## src/sv/fcce_pkg.sv

```systemverilog
// ----------------------------------------------------------------------------
// fcce_pkg: shared definitions for the cluster chain engine
// Operation, status and register codes, the controller command and status
// bundles, and helpers for entry widening.
// ----------------------------------------------------------------------------
package fcce_pkg;

	// Operation codes.
	localparam logic [2:0] OP_SET   = 3'd0;
	localparam logic [2:0] OP_GET   = 3'd1;
	localparam logic [2:0] OP_SCAN  = 3'd2;
	localparam logic [2:0] OP_CHECK = 3'd3;
	localparam logic [2:0] OP_CLEAR = 3'd4;
	localparam logic [2:0] OP_INIT  = 3'd5;

	// Result status codes.
	localparam logic [2:0] ST_OK      = 3'd0;
	localparam logic [2:0] ST_INVALID = 3'd1;
	localparam logic [2:0] ST_PROT    = 3'd2;
	localparam logic [2:0] ST_CROSS   = 3'd3;
	localparam logic [2:0] ST_BADCONT = 3'd4;

	// Entry formats.
	localparam logic [1:0] FW_12 = 2'd0;
	localparam logic [1:0] FW_16 = 2'd1;

	// Configuration register indexes.
	localparam logic [1:0] REG_FAT_WIDTH     = 2'd0;
	localparam logic [1:0] REG_CLUSTER_COUNT = 2'd1;
	localparam logic [1:0] REG_WRITE_PROTECT = 2'd2;
	localparam logic [1:0] REG_AUTO_TRUNCATE = 2'd3;

	// Write value selection.
	localparam logic [1:0] WS_VALUE = 2'd0;
	localparam logic [1:0] WS_EOF   = 2'd1;
	localparam logic [1:0] WS_ZERO  = 2'd2;

	localparam logic [31:0] CL_BAD  = 32'hffff_fff7;
	localparam logic [31:0] CL_EOFS = 32'hffff_fff8;
	localparam logic [31:0] CL_EOF  = 32'hffff_ffff;
	localparam logic [12:0] CNT_MAX = 13'd8191;
	localparam logic [7:0]  NIB_HI  = 8'hf0;
	localparam logic [7:0]  NIB_LO  = 8'h0f;

	// Commands from the controller to the datapath.
	typedef struct packed {
		logic       load;
		logic       rd_issue;
		logic       rd_cap;
		logic       k_clr;
		logic       wr_byte;
		logic [1:0] wsel;
		logic       st_we;
		logic [2:0] st_val;
		logic       nv_ent;
		logic       nv_wv;
		logic       nv_eof;
		logic       len_inc;
		logic       cur_ent;
		logic       cur_nxq;
		logic       nx_save;
		logic       head_clr_cl;
		logic       head_clr_ent;
		logic       cnt_free;
		logic       cnt_bad;
		logic       used_rd_ent;
		logic       used_set_ent;
		logic       used_clr_cur;
		logic       mod_set;
		logic       flag_rd;
		logic       sweep;
	} fcce_cmd_t;

	// Status from the datapath to the controller.
	typedef struct packed {
		logic [2:0] op;
		logic       wp;
		logic       at;
		logic       cur_valid;
		logic       len_lt_cc;
		logic       byte_last;
		logic       sweep_last;
		logic       ent_zero;
		logic       ent_bad;
		logic       ent_link;
		logic       ent_lt2;
		logic       ent_ge_cc;
		logic       ent_eofs;
		logic       ent_lt_cc;
		logic       used_bit;
	} fcce_stat_t;

	// Mask of the bits an entry holds in the given format.
	function automatic logic [31:0] entry_mask(input logic [1:0] fw);
		logic [31:0] m;
		case (fw)
			FW_12:   m = 32'h0000_0fff;
			FW_16:   m = 32'h0000_ffff;
			default: m = 32'h0fff_ffff;
		endcase
		return m;
	endfunction

	// Mask a raw value and widen reserved values with ones.
	function automatic logic [31:0] widen(input logic [1:0] fw, input logic [31:0] v);
		logic [31:0] m;
		logic [31:0] t;
		m = entry_mask(fw);
		t = v & m;
		if (t >= (CL_BAD & m)) begin
			t = t | ~m;
		end
		return t;
	endfunction

endpackage

```

## src/sv/fcce_controller.sv

```systemverilog
// ----------------------------------------------------------------------------
// fcce_controller: operation sequencer
// Steps each operation through entry reads, entry writes, bitmap accesses
// and chain walking, and raises the result strobe.
// ----------------------------------------------------------------------------
module fcce_controller (
	input  logic               clk,
	input  logic               arst_n,
	input  logic               start,
	input  fcce_pkg::fcce_stat_t stat,
	output fcce_pkg::fcce_cmd_t  cmd,
	output logic               busy,
	output logic               done
);
	import fcce_pkg::*;

	localparam logic [3:0] S_IDLE = 4'd0;
	localparam logic [3:0] S_SWR  = 4'd1;
	localparam logic [3:0] S_SWO  = 4'd2;
	localparam logic [3:0] S_DISP = 4'd3;
	localparam logic [3:0] S_RDA  = 4'd4;
	localparam logic [3:0] S_RDD  = 4'd5;
	localparam logic [3:0] S_DEC  = 4'd6;
	localparam logic [3:0] S_WRB  = 4'd7;
	localparam logic [3:0] S_UDEC = 4'd8;
	localparam logic [3:0] S_NEXT = 4'd9;
	localparam logic [3:0] S_FLAG = 4'd10;
	localparam logic [3:0] S_DONE = 4'd11;

	logic [3:0] state_q;
	logic [3:0] state_d;
	logic       trunc;

	assign trunc = stat.at && !stat.wp;
	assign busy  = (state_q != S_IDLE);
	assign done  = (state_q == S_DONE);

	// State register; reset starts with the bitmap clearing sweep.
	always_ff @(posedge clk or negedge arst_n) begin
		if (!arst_n) begin
			state_q <= S_SWR;
		end else begin
			state_q <= state_d;
		end
	end

	// Next state and datapath commands.
	always_comb begin
		state_d = state_q;
		cmd     = '0;
		case (state_q)
			S_IDLE: begin
				if (start) begin
					cmd.load = 1'b1;
					state_d  = S_DISP;
				end
			end
			S_SWR, S_SWO: begin
				cmd.sweep = 1'b1;
				if (stat.sweep_last) begin
					state_d = (state_q == S_SWR) ? S_IDLE : S_FLAG;
				end
			end
			S_DISP: begin
				state_d = S_FLAG;
				case (stat.op)
					OP_SET, OP_CLEAR: begin
						if (stat.wp) begin
							cmd.st_we  = 1'b1;
							cmd.st_val = ST_PROT;
						end else if (!stat.cur_valid) begin
							cmd.st_we  = 1'b1;
							cmd.st_val = ST_INVALID;
						end else begin
							state_d = S_RDA;
						end
					end
					OP_GET, OP_SCAN, OP_CHECK: begin
						if (!stat.cur_valid) begin
							cmd.st_we  = 1'b1;
							cmd.st_val = ST_INVALID;
							cmd.nv_eof = (stat.op == OP_GET);
						end else begin
							state_d = S_RDA;
						end
					end
					OP_INIT: begin
						state_d = S_SWO;
					end
					default: begin
						state_d = S_FLAG;
					end
				endcase
			end
			S_RDA: begin
				cmd.rd_issue = 1'b1;
				state_d      = S_RDD;
			end
			S_RDD: begin
				cmd.rd_cap = 1'b1;
				if (stat.byte_last) begin
					cmd.k_clr = 1'b1;
					state_d   = S_DEC;
				end else begin
					state_d = S_RDA;
				end
			end
			S_DEC: begin
				state_d = S_FLAG;
				case (stat.op)
					OP_SET: begin
						cmd.wsel  = WS_VALUE;
						cmd.nv_wv = 1'b1;
						state_d   = S_WRB;
					end
					OP_GET: begin
						cmd.nv_ent = 1'b1;
					end
					OP_SCAN: begin
						cmd.nv_ent = 1'b1;
						if (stat.ent_zero) begin
							cmd.head_clr_cl = 1'b1;
							cmd.cnt_free    = 1'b1;
						end else if (stat.ent_bad) begin
							cmd.head_clr_cl = 1'b1;
							cmd.cnt_bad     = 1'b1;
						end else if (stat.ent_lt2 || (stat.ent_ge_cc && !stat.ent_eofs)) begin
							cmd.st_we  = 1'b1;
							cmd.st_val = ST_BADCONT;
							if (trunc) begin
								cmd.mod_set = 1'b1;
								cmd.wsel    = WS_EOF;
								state_d     = S_WRB;
							end
						end else if (stat.ent_lt_cc) begin
							cmd.head_clr_ent = 1'b1;
						end
					end
					OP_CHECK: begin
						if (stat.ent_link) begin
							cmd.used_rd_ent = 1'b1;
							state_d         = S_UDEC;
						end else begin
							cmd.nv_ent = 1'b1;
							if (stat.ent_eofs) begin
								cmd.len_inc = 1'b1;
							end else begin
								cmd.st_we  = 1'b1;
								cmd.st_val = ST_BADCONT;
								if (trunc) begin
									cmd.mod_set = 1'b1;
									cmd.wsel    = WS_EOF;
									state_d     = S_WRB;
								end
							end
						end
					end
					default: begin
						// Clear chain: keep the link, then free this entry.
						cmd.nx_save = 1'b1;
						cmd.wsel    = WS_ZERO;
						state_d     = S_WRB;
					end
				endcase
			end
			S_UDEC: begin
				if (stat.used_bit) begin
					cmd.st_we  = 1'b1;
					cmd.st_val = ST_CROSS;
					cmd.nv_ent = 1'b1;
					state_d    = S_FLAG;
					if (trunc) begin
						cmd.mod_set = 1'b1;
						cmd.wsel    = WS_EOF;
						state_d     = S_WRB;
					end
				end else begin
					cmd.len_inc      = 1'b1;
					cmd.used_set_ent = 1'b1;
					cmd.cur_ent      = 1'b1;
					state_d          = S_RDA;
				end
			end
			S_WRB: begin
				cmd.wr_byte = 1'b1;
				if (stat.op == OP_CLEAR) begin
					cmd.wsel = WS_ZERO;
				end else if (stat.op == OP_SET) begin
					cmd.wsel = WS_VALUE;
				end else begin
					cmd.wsel = WS_EOF;
				end
				if (stat.byte_last) begin
					cmd.k_clr = 1'b1;
					if (stat.op == OP_CLEAR) begin
						cmd.used_clr_cur = 1'b1;
						cmd.len_inc      = 1'b1;
						cmd.cur_nxq      = 1'b1;
						state_d          = S_NEXT;
					end else begin
						state_d = S_FLAG;
					end
				end
			end
			S_NEXT: begin
				state_d = (stat.cur_valid && stat.len_lt_cc) ? S_RDA : S_FLAG;
			end
			S_FLAG: begin
				cmd.flag_rd = 1'b1;
				state_d     = S_DONE;
			end
			S_DONE: begin
				state_d = S_IDLE;
			end
			default: begin
				state_d = S_IDLE;
			end
		endcase
	end

endmodule

```

## config.mk

```make
export PLATFORM = sky130hd
export DESIGN_NAME = fcce_controller
export DESIGN_NICKNAME = d
export VERILOG_FILES = /design/src/sv/fcce_pkg.sv /design/src/sv/fcce_controller.sv
export SDC_FILE = /design/constraint.sdc
export NUM_CORES = 1
export LEC_CHECK = 0
export BUFFER_PORTS_ARGS = -buffer_cell sky130_fd_sc_hd__buf_2
export CAP_MARGIN = 15
export CORE_ASPECT_RATIO = 1.2
export CORE_MARGIN = 2
export CORE_UTILIZATION = 47
export DETAILED_ROUTE_END_ITERATION = 6
export PLACE_DENSITY = 0.85
export REMOVE_ABC_BUFFERS = 1
export SETUP_SLACK_MARGIN = 0.05
export SLEW_MARGIN = 40
export SYNTH_ARGS = -nofsm -noshare
export SYNTH_HDL_FRONTEND = slang
export SYNTH_SLANG_ARGS = --single-unit
```

## constraint.sdc

```tcl
create_clock -name clk -period 2.3 [get_ports clk]
set_input_delay 0 -clock clk [delete_from_list [all_inputs] [get_ports clk]]
set_output_delay 0 -clock clk [all_outputs]
set_load 0.02 [all_outputs]
```

==> reports/qor.csv <==
stage,metric,value,unit
setup_path,critical path launch point,state_q[3],
routing,routed wire length,2687,um
finish,final instance count without filler cells,195,
finish,area used by sequential logic in the layout,101.3,um2
routing,DRC viols,0,
clocking,CTS tree,done,
yosys,"flops & latches, synth",4,
floorplanning,Initial Util,48.79,%
finish,"commonest cells after routing, fill and taps aside","buf_2 (49), nor2_1 (16), nor3_1 (9), nand3_1 (7)",
setup_path,"Data arrival, critical path",2.05,ns
sta,minimum clock period,2.055,ns
yosys,total of warnings raised by yosys,0,
setup_path,type of element capturing the critical path,primary output,
grt,maximum number of pins on one net before global-route repair,19,
grt,total congestion overflow after global routing,0,
placed_design,HPWL Detailed,2105,um
setup_path,critical setup path kind,reg2out,
power,worst vdd ir,0.3613,mV
routing,average routed wire per standard cell,13.78,um
clocking,"Gates resized, CTS repair",0,
finish,fraction of layout cells with a size suffix above 1,37.50,%
routing,DRT iter0 DRCs,32,
sta,total setup violations reported at the end of the flow,0,
sta,max-slew violation count,0,
finish,most flop-heavy register,state_q,
setup_path,RR Startpoint,state_q[2],
routing,detailed-route via count,1208,
floorplanning,Die Span Y,51.46,um
floorplanning,Die Outline Area,0.002241,mm2
yosys,Gate Count Post-Synth,132,
sta,Clock Skews,0.002227,ns
finish,number of fill cells,175,
clocking,Clock Root Buffer,clkbuf_4,
finish,number of flip-flops in the largest register,4,
grt,number of global-route vias before repair,1127,
clocking,maximum number of buffers from clock root to sink,2,
sta,setup repair after global routing missed its margin,no,
setup_path,crit path buf inv count,1,
routing,count of nets left with antenna violations after detail routing,0,
sta,final setup TNS,0,ns
sta,maximum operating frequency,486.7,MHz
clocking,number of buffers inserted by hold repair at cts,1,
setup_path,Setup crit start kind,flop,
grt,antenna violations before repair,0,
finish,"commonest non-fill, non-tap cell in the layout",buf_2,
routing,number of iterations in the first detailed-routing pass,4,
setup_path,critical path's largest stage delay,0.57,ns
placed_design,buffers added on ports,49,
clocking,clock sinks,4,
placed_design,routability-driven placement congestion ratio,0.9160,
power,PD cells,922.7,mW/mm2
floorplanning,number of top-level pins,50,
finish,ant diodes,0,
grt,total routing usage reported by global routing,24.84,%
setup_path,"slowest stage cell, crit path",dfrtp_1,
sta,Least-Margin Pin Slew,0.5524,ns
yosys,"FFs w/ async S/R, synth",100.0,%
yosys,Post-Synthesis Cell Area,882.1,um2
setup_path,critical-path cell list,nand2b_2 > nor2_1 > and3_1 > and2_1 > or3_1 > buf_2,
clocking,"Clk Latency, worst-skew pair",0.24,ns
placed_design,Cell Count Post-Placement,190,
sta,worst slew slack as a fraction of its limit,63.17,%
floorplanning,number of placement rows,17,
finish,layout overhead on the synthesized area,27.23,%
yosys,sequential cell area fraction in the yosys report,11.49,%
yosys,count of distinct cell types in the synthesized netlist,52,
clocking,post-CTS setup buffers,0,
finish,area of combinational cells with multiple inputs,685.7,um2
setup_path,"delay-heaviest family, CP",simple AND/OR/NAND/NOR gates,
setup_path,"Data required, critical path",2.30,ns
status,result of the run,"finished, final reports clean",
clocking,maximum level of the CTS H-tree,1,
run,number of maximum-capacitance violations,0,
finish,biggest regs,state_q (4),
clocking,clock-pin slew on the worst setup and hold paths,0.04,ns
sta,ratio of final minimum period to clock period,89.34,%
clocking,total clock buffers created by CTS,3,
worst_hold_path,class of the tightest hold or removal check,in2async,
finish,net total in the final layout,197,
yosys,Most used DFF post-synth,dfrtp_1,
grt,global-route wire length before repair,4429,um
finish,core utilization of the finished layout,62.08,%
setup_path,worst-path fanout max,12,
sta,number of endpoints with negative hold slack in the final report,0,
routing,average vias per placed instance,6.195,
power,Static Leakage,0.5427,nW
floorplanning,x dimension of the die,43.55,um
yosys,number of flops mapped to enable cells by yosys,0,
floorplanning,placeable core area,0.001808,mm2
yosys,post-synthesis average cell area,6.683,um2
## synthesized netlist by cell type, drive strengths merged, types with 3 or more instances
| library cell | number | area share [%] |
|---|---|---|
| a211oi | 5 | 4.3 |
| o21ai | 7 | 4.0 |
| nor3 | 9 | 5.1 |
| inv | 8 | 3.4 |
| a31oi | 3 | 2.1 |
| a21oi | 6 | 4.3 |
| nand3 | 8 | 5.1 |
| nor2 | 18 | 8.2 |
| and3 | 4 | 2.8 |
| nand2 | 7 | 3.3 |
| buf | 9 | 7.0 |
| o211ai | 4 | 3.4 |
| nand2b | 6 | 4.5 |
| o22ai | 3 | 2.8 |
| dfrtp | 3 | 8.5 |
## kinds of logic (layout without fill, tap and decap cells)
logic type             count (synthesis)  after routing  synth area share [%]
AO/OA/AOI/OAI                         38             38                 30.50
XOR/XNOR                               1              1                0.9931
buffers and inverters                 18             62                 10.78
flip-flops                             4              4                 11.49
multiplexers                           1              1                 1.135
AND/OR/NAND/NOR                       70             70                 45.11
## through the flow
stage	power (mW)	hold slack, ns	worst slack, ns	cell area, um2
after floorplan	0.7172	-0.2956	-0.004106	817.0
after CTS	1.028	0.08026	0.2482	1122
after global placement	0.9057	-0.1954	0.5328	1086
after detailed placement	0.9234	-0.1962	0.5278	1086
final	1.036	0.08941	0.2453	1122
after global routing	1.126	0.09122	0.1084	1122
## path summary, 6_finish.rpt
check | cells past startpoint | end | slack [ns]
worst max register to register | 4 | state_q[2] | 0.56
max in group asynchronous | 2 | state_q[0] | 2.01
min in group clk | 4 | state_q[2] | 0.19
worst min register to register | 3 | state_q[0] | 0.78
worst min-delay path | 2 | state_q[1] | 0.09
worst max-delay path | 6 | cmd[13] | 0.25
## layer usage
layer	share of wire [%]	up-vias	GRT usage, %
met4	0.89	0	9.596
li1	-	580	-
met2	51	72	46.08
met3	8.9	6	2.473
met5	0	-	0
met1	39	550	28.14
## where the power goes
group | switching (mW) | internal [mW] | total (mW)
Sequential | 0.126 | 0.110 | 0.236
Combinational | 0.415 | 0.286 | 0.700
Clock | 0.0332 | 0.0654 | 0.0986
Total | 0.574 | 0.461 | 1.04
## cell type report
| type | instances | share of cell area [%] |
|---|---|---|
| clock buffer | 4 | 2.341 |
| inverter | 8 | 2.676 |
| multi-input combinational | 110 | 61.09 |
| sequential | 4 | 9.030 |
| tap | 19 | 2.118 |
| timing repair buffer | 50 | 22.74 |
Power figures use the tool's default switching activity.
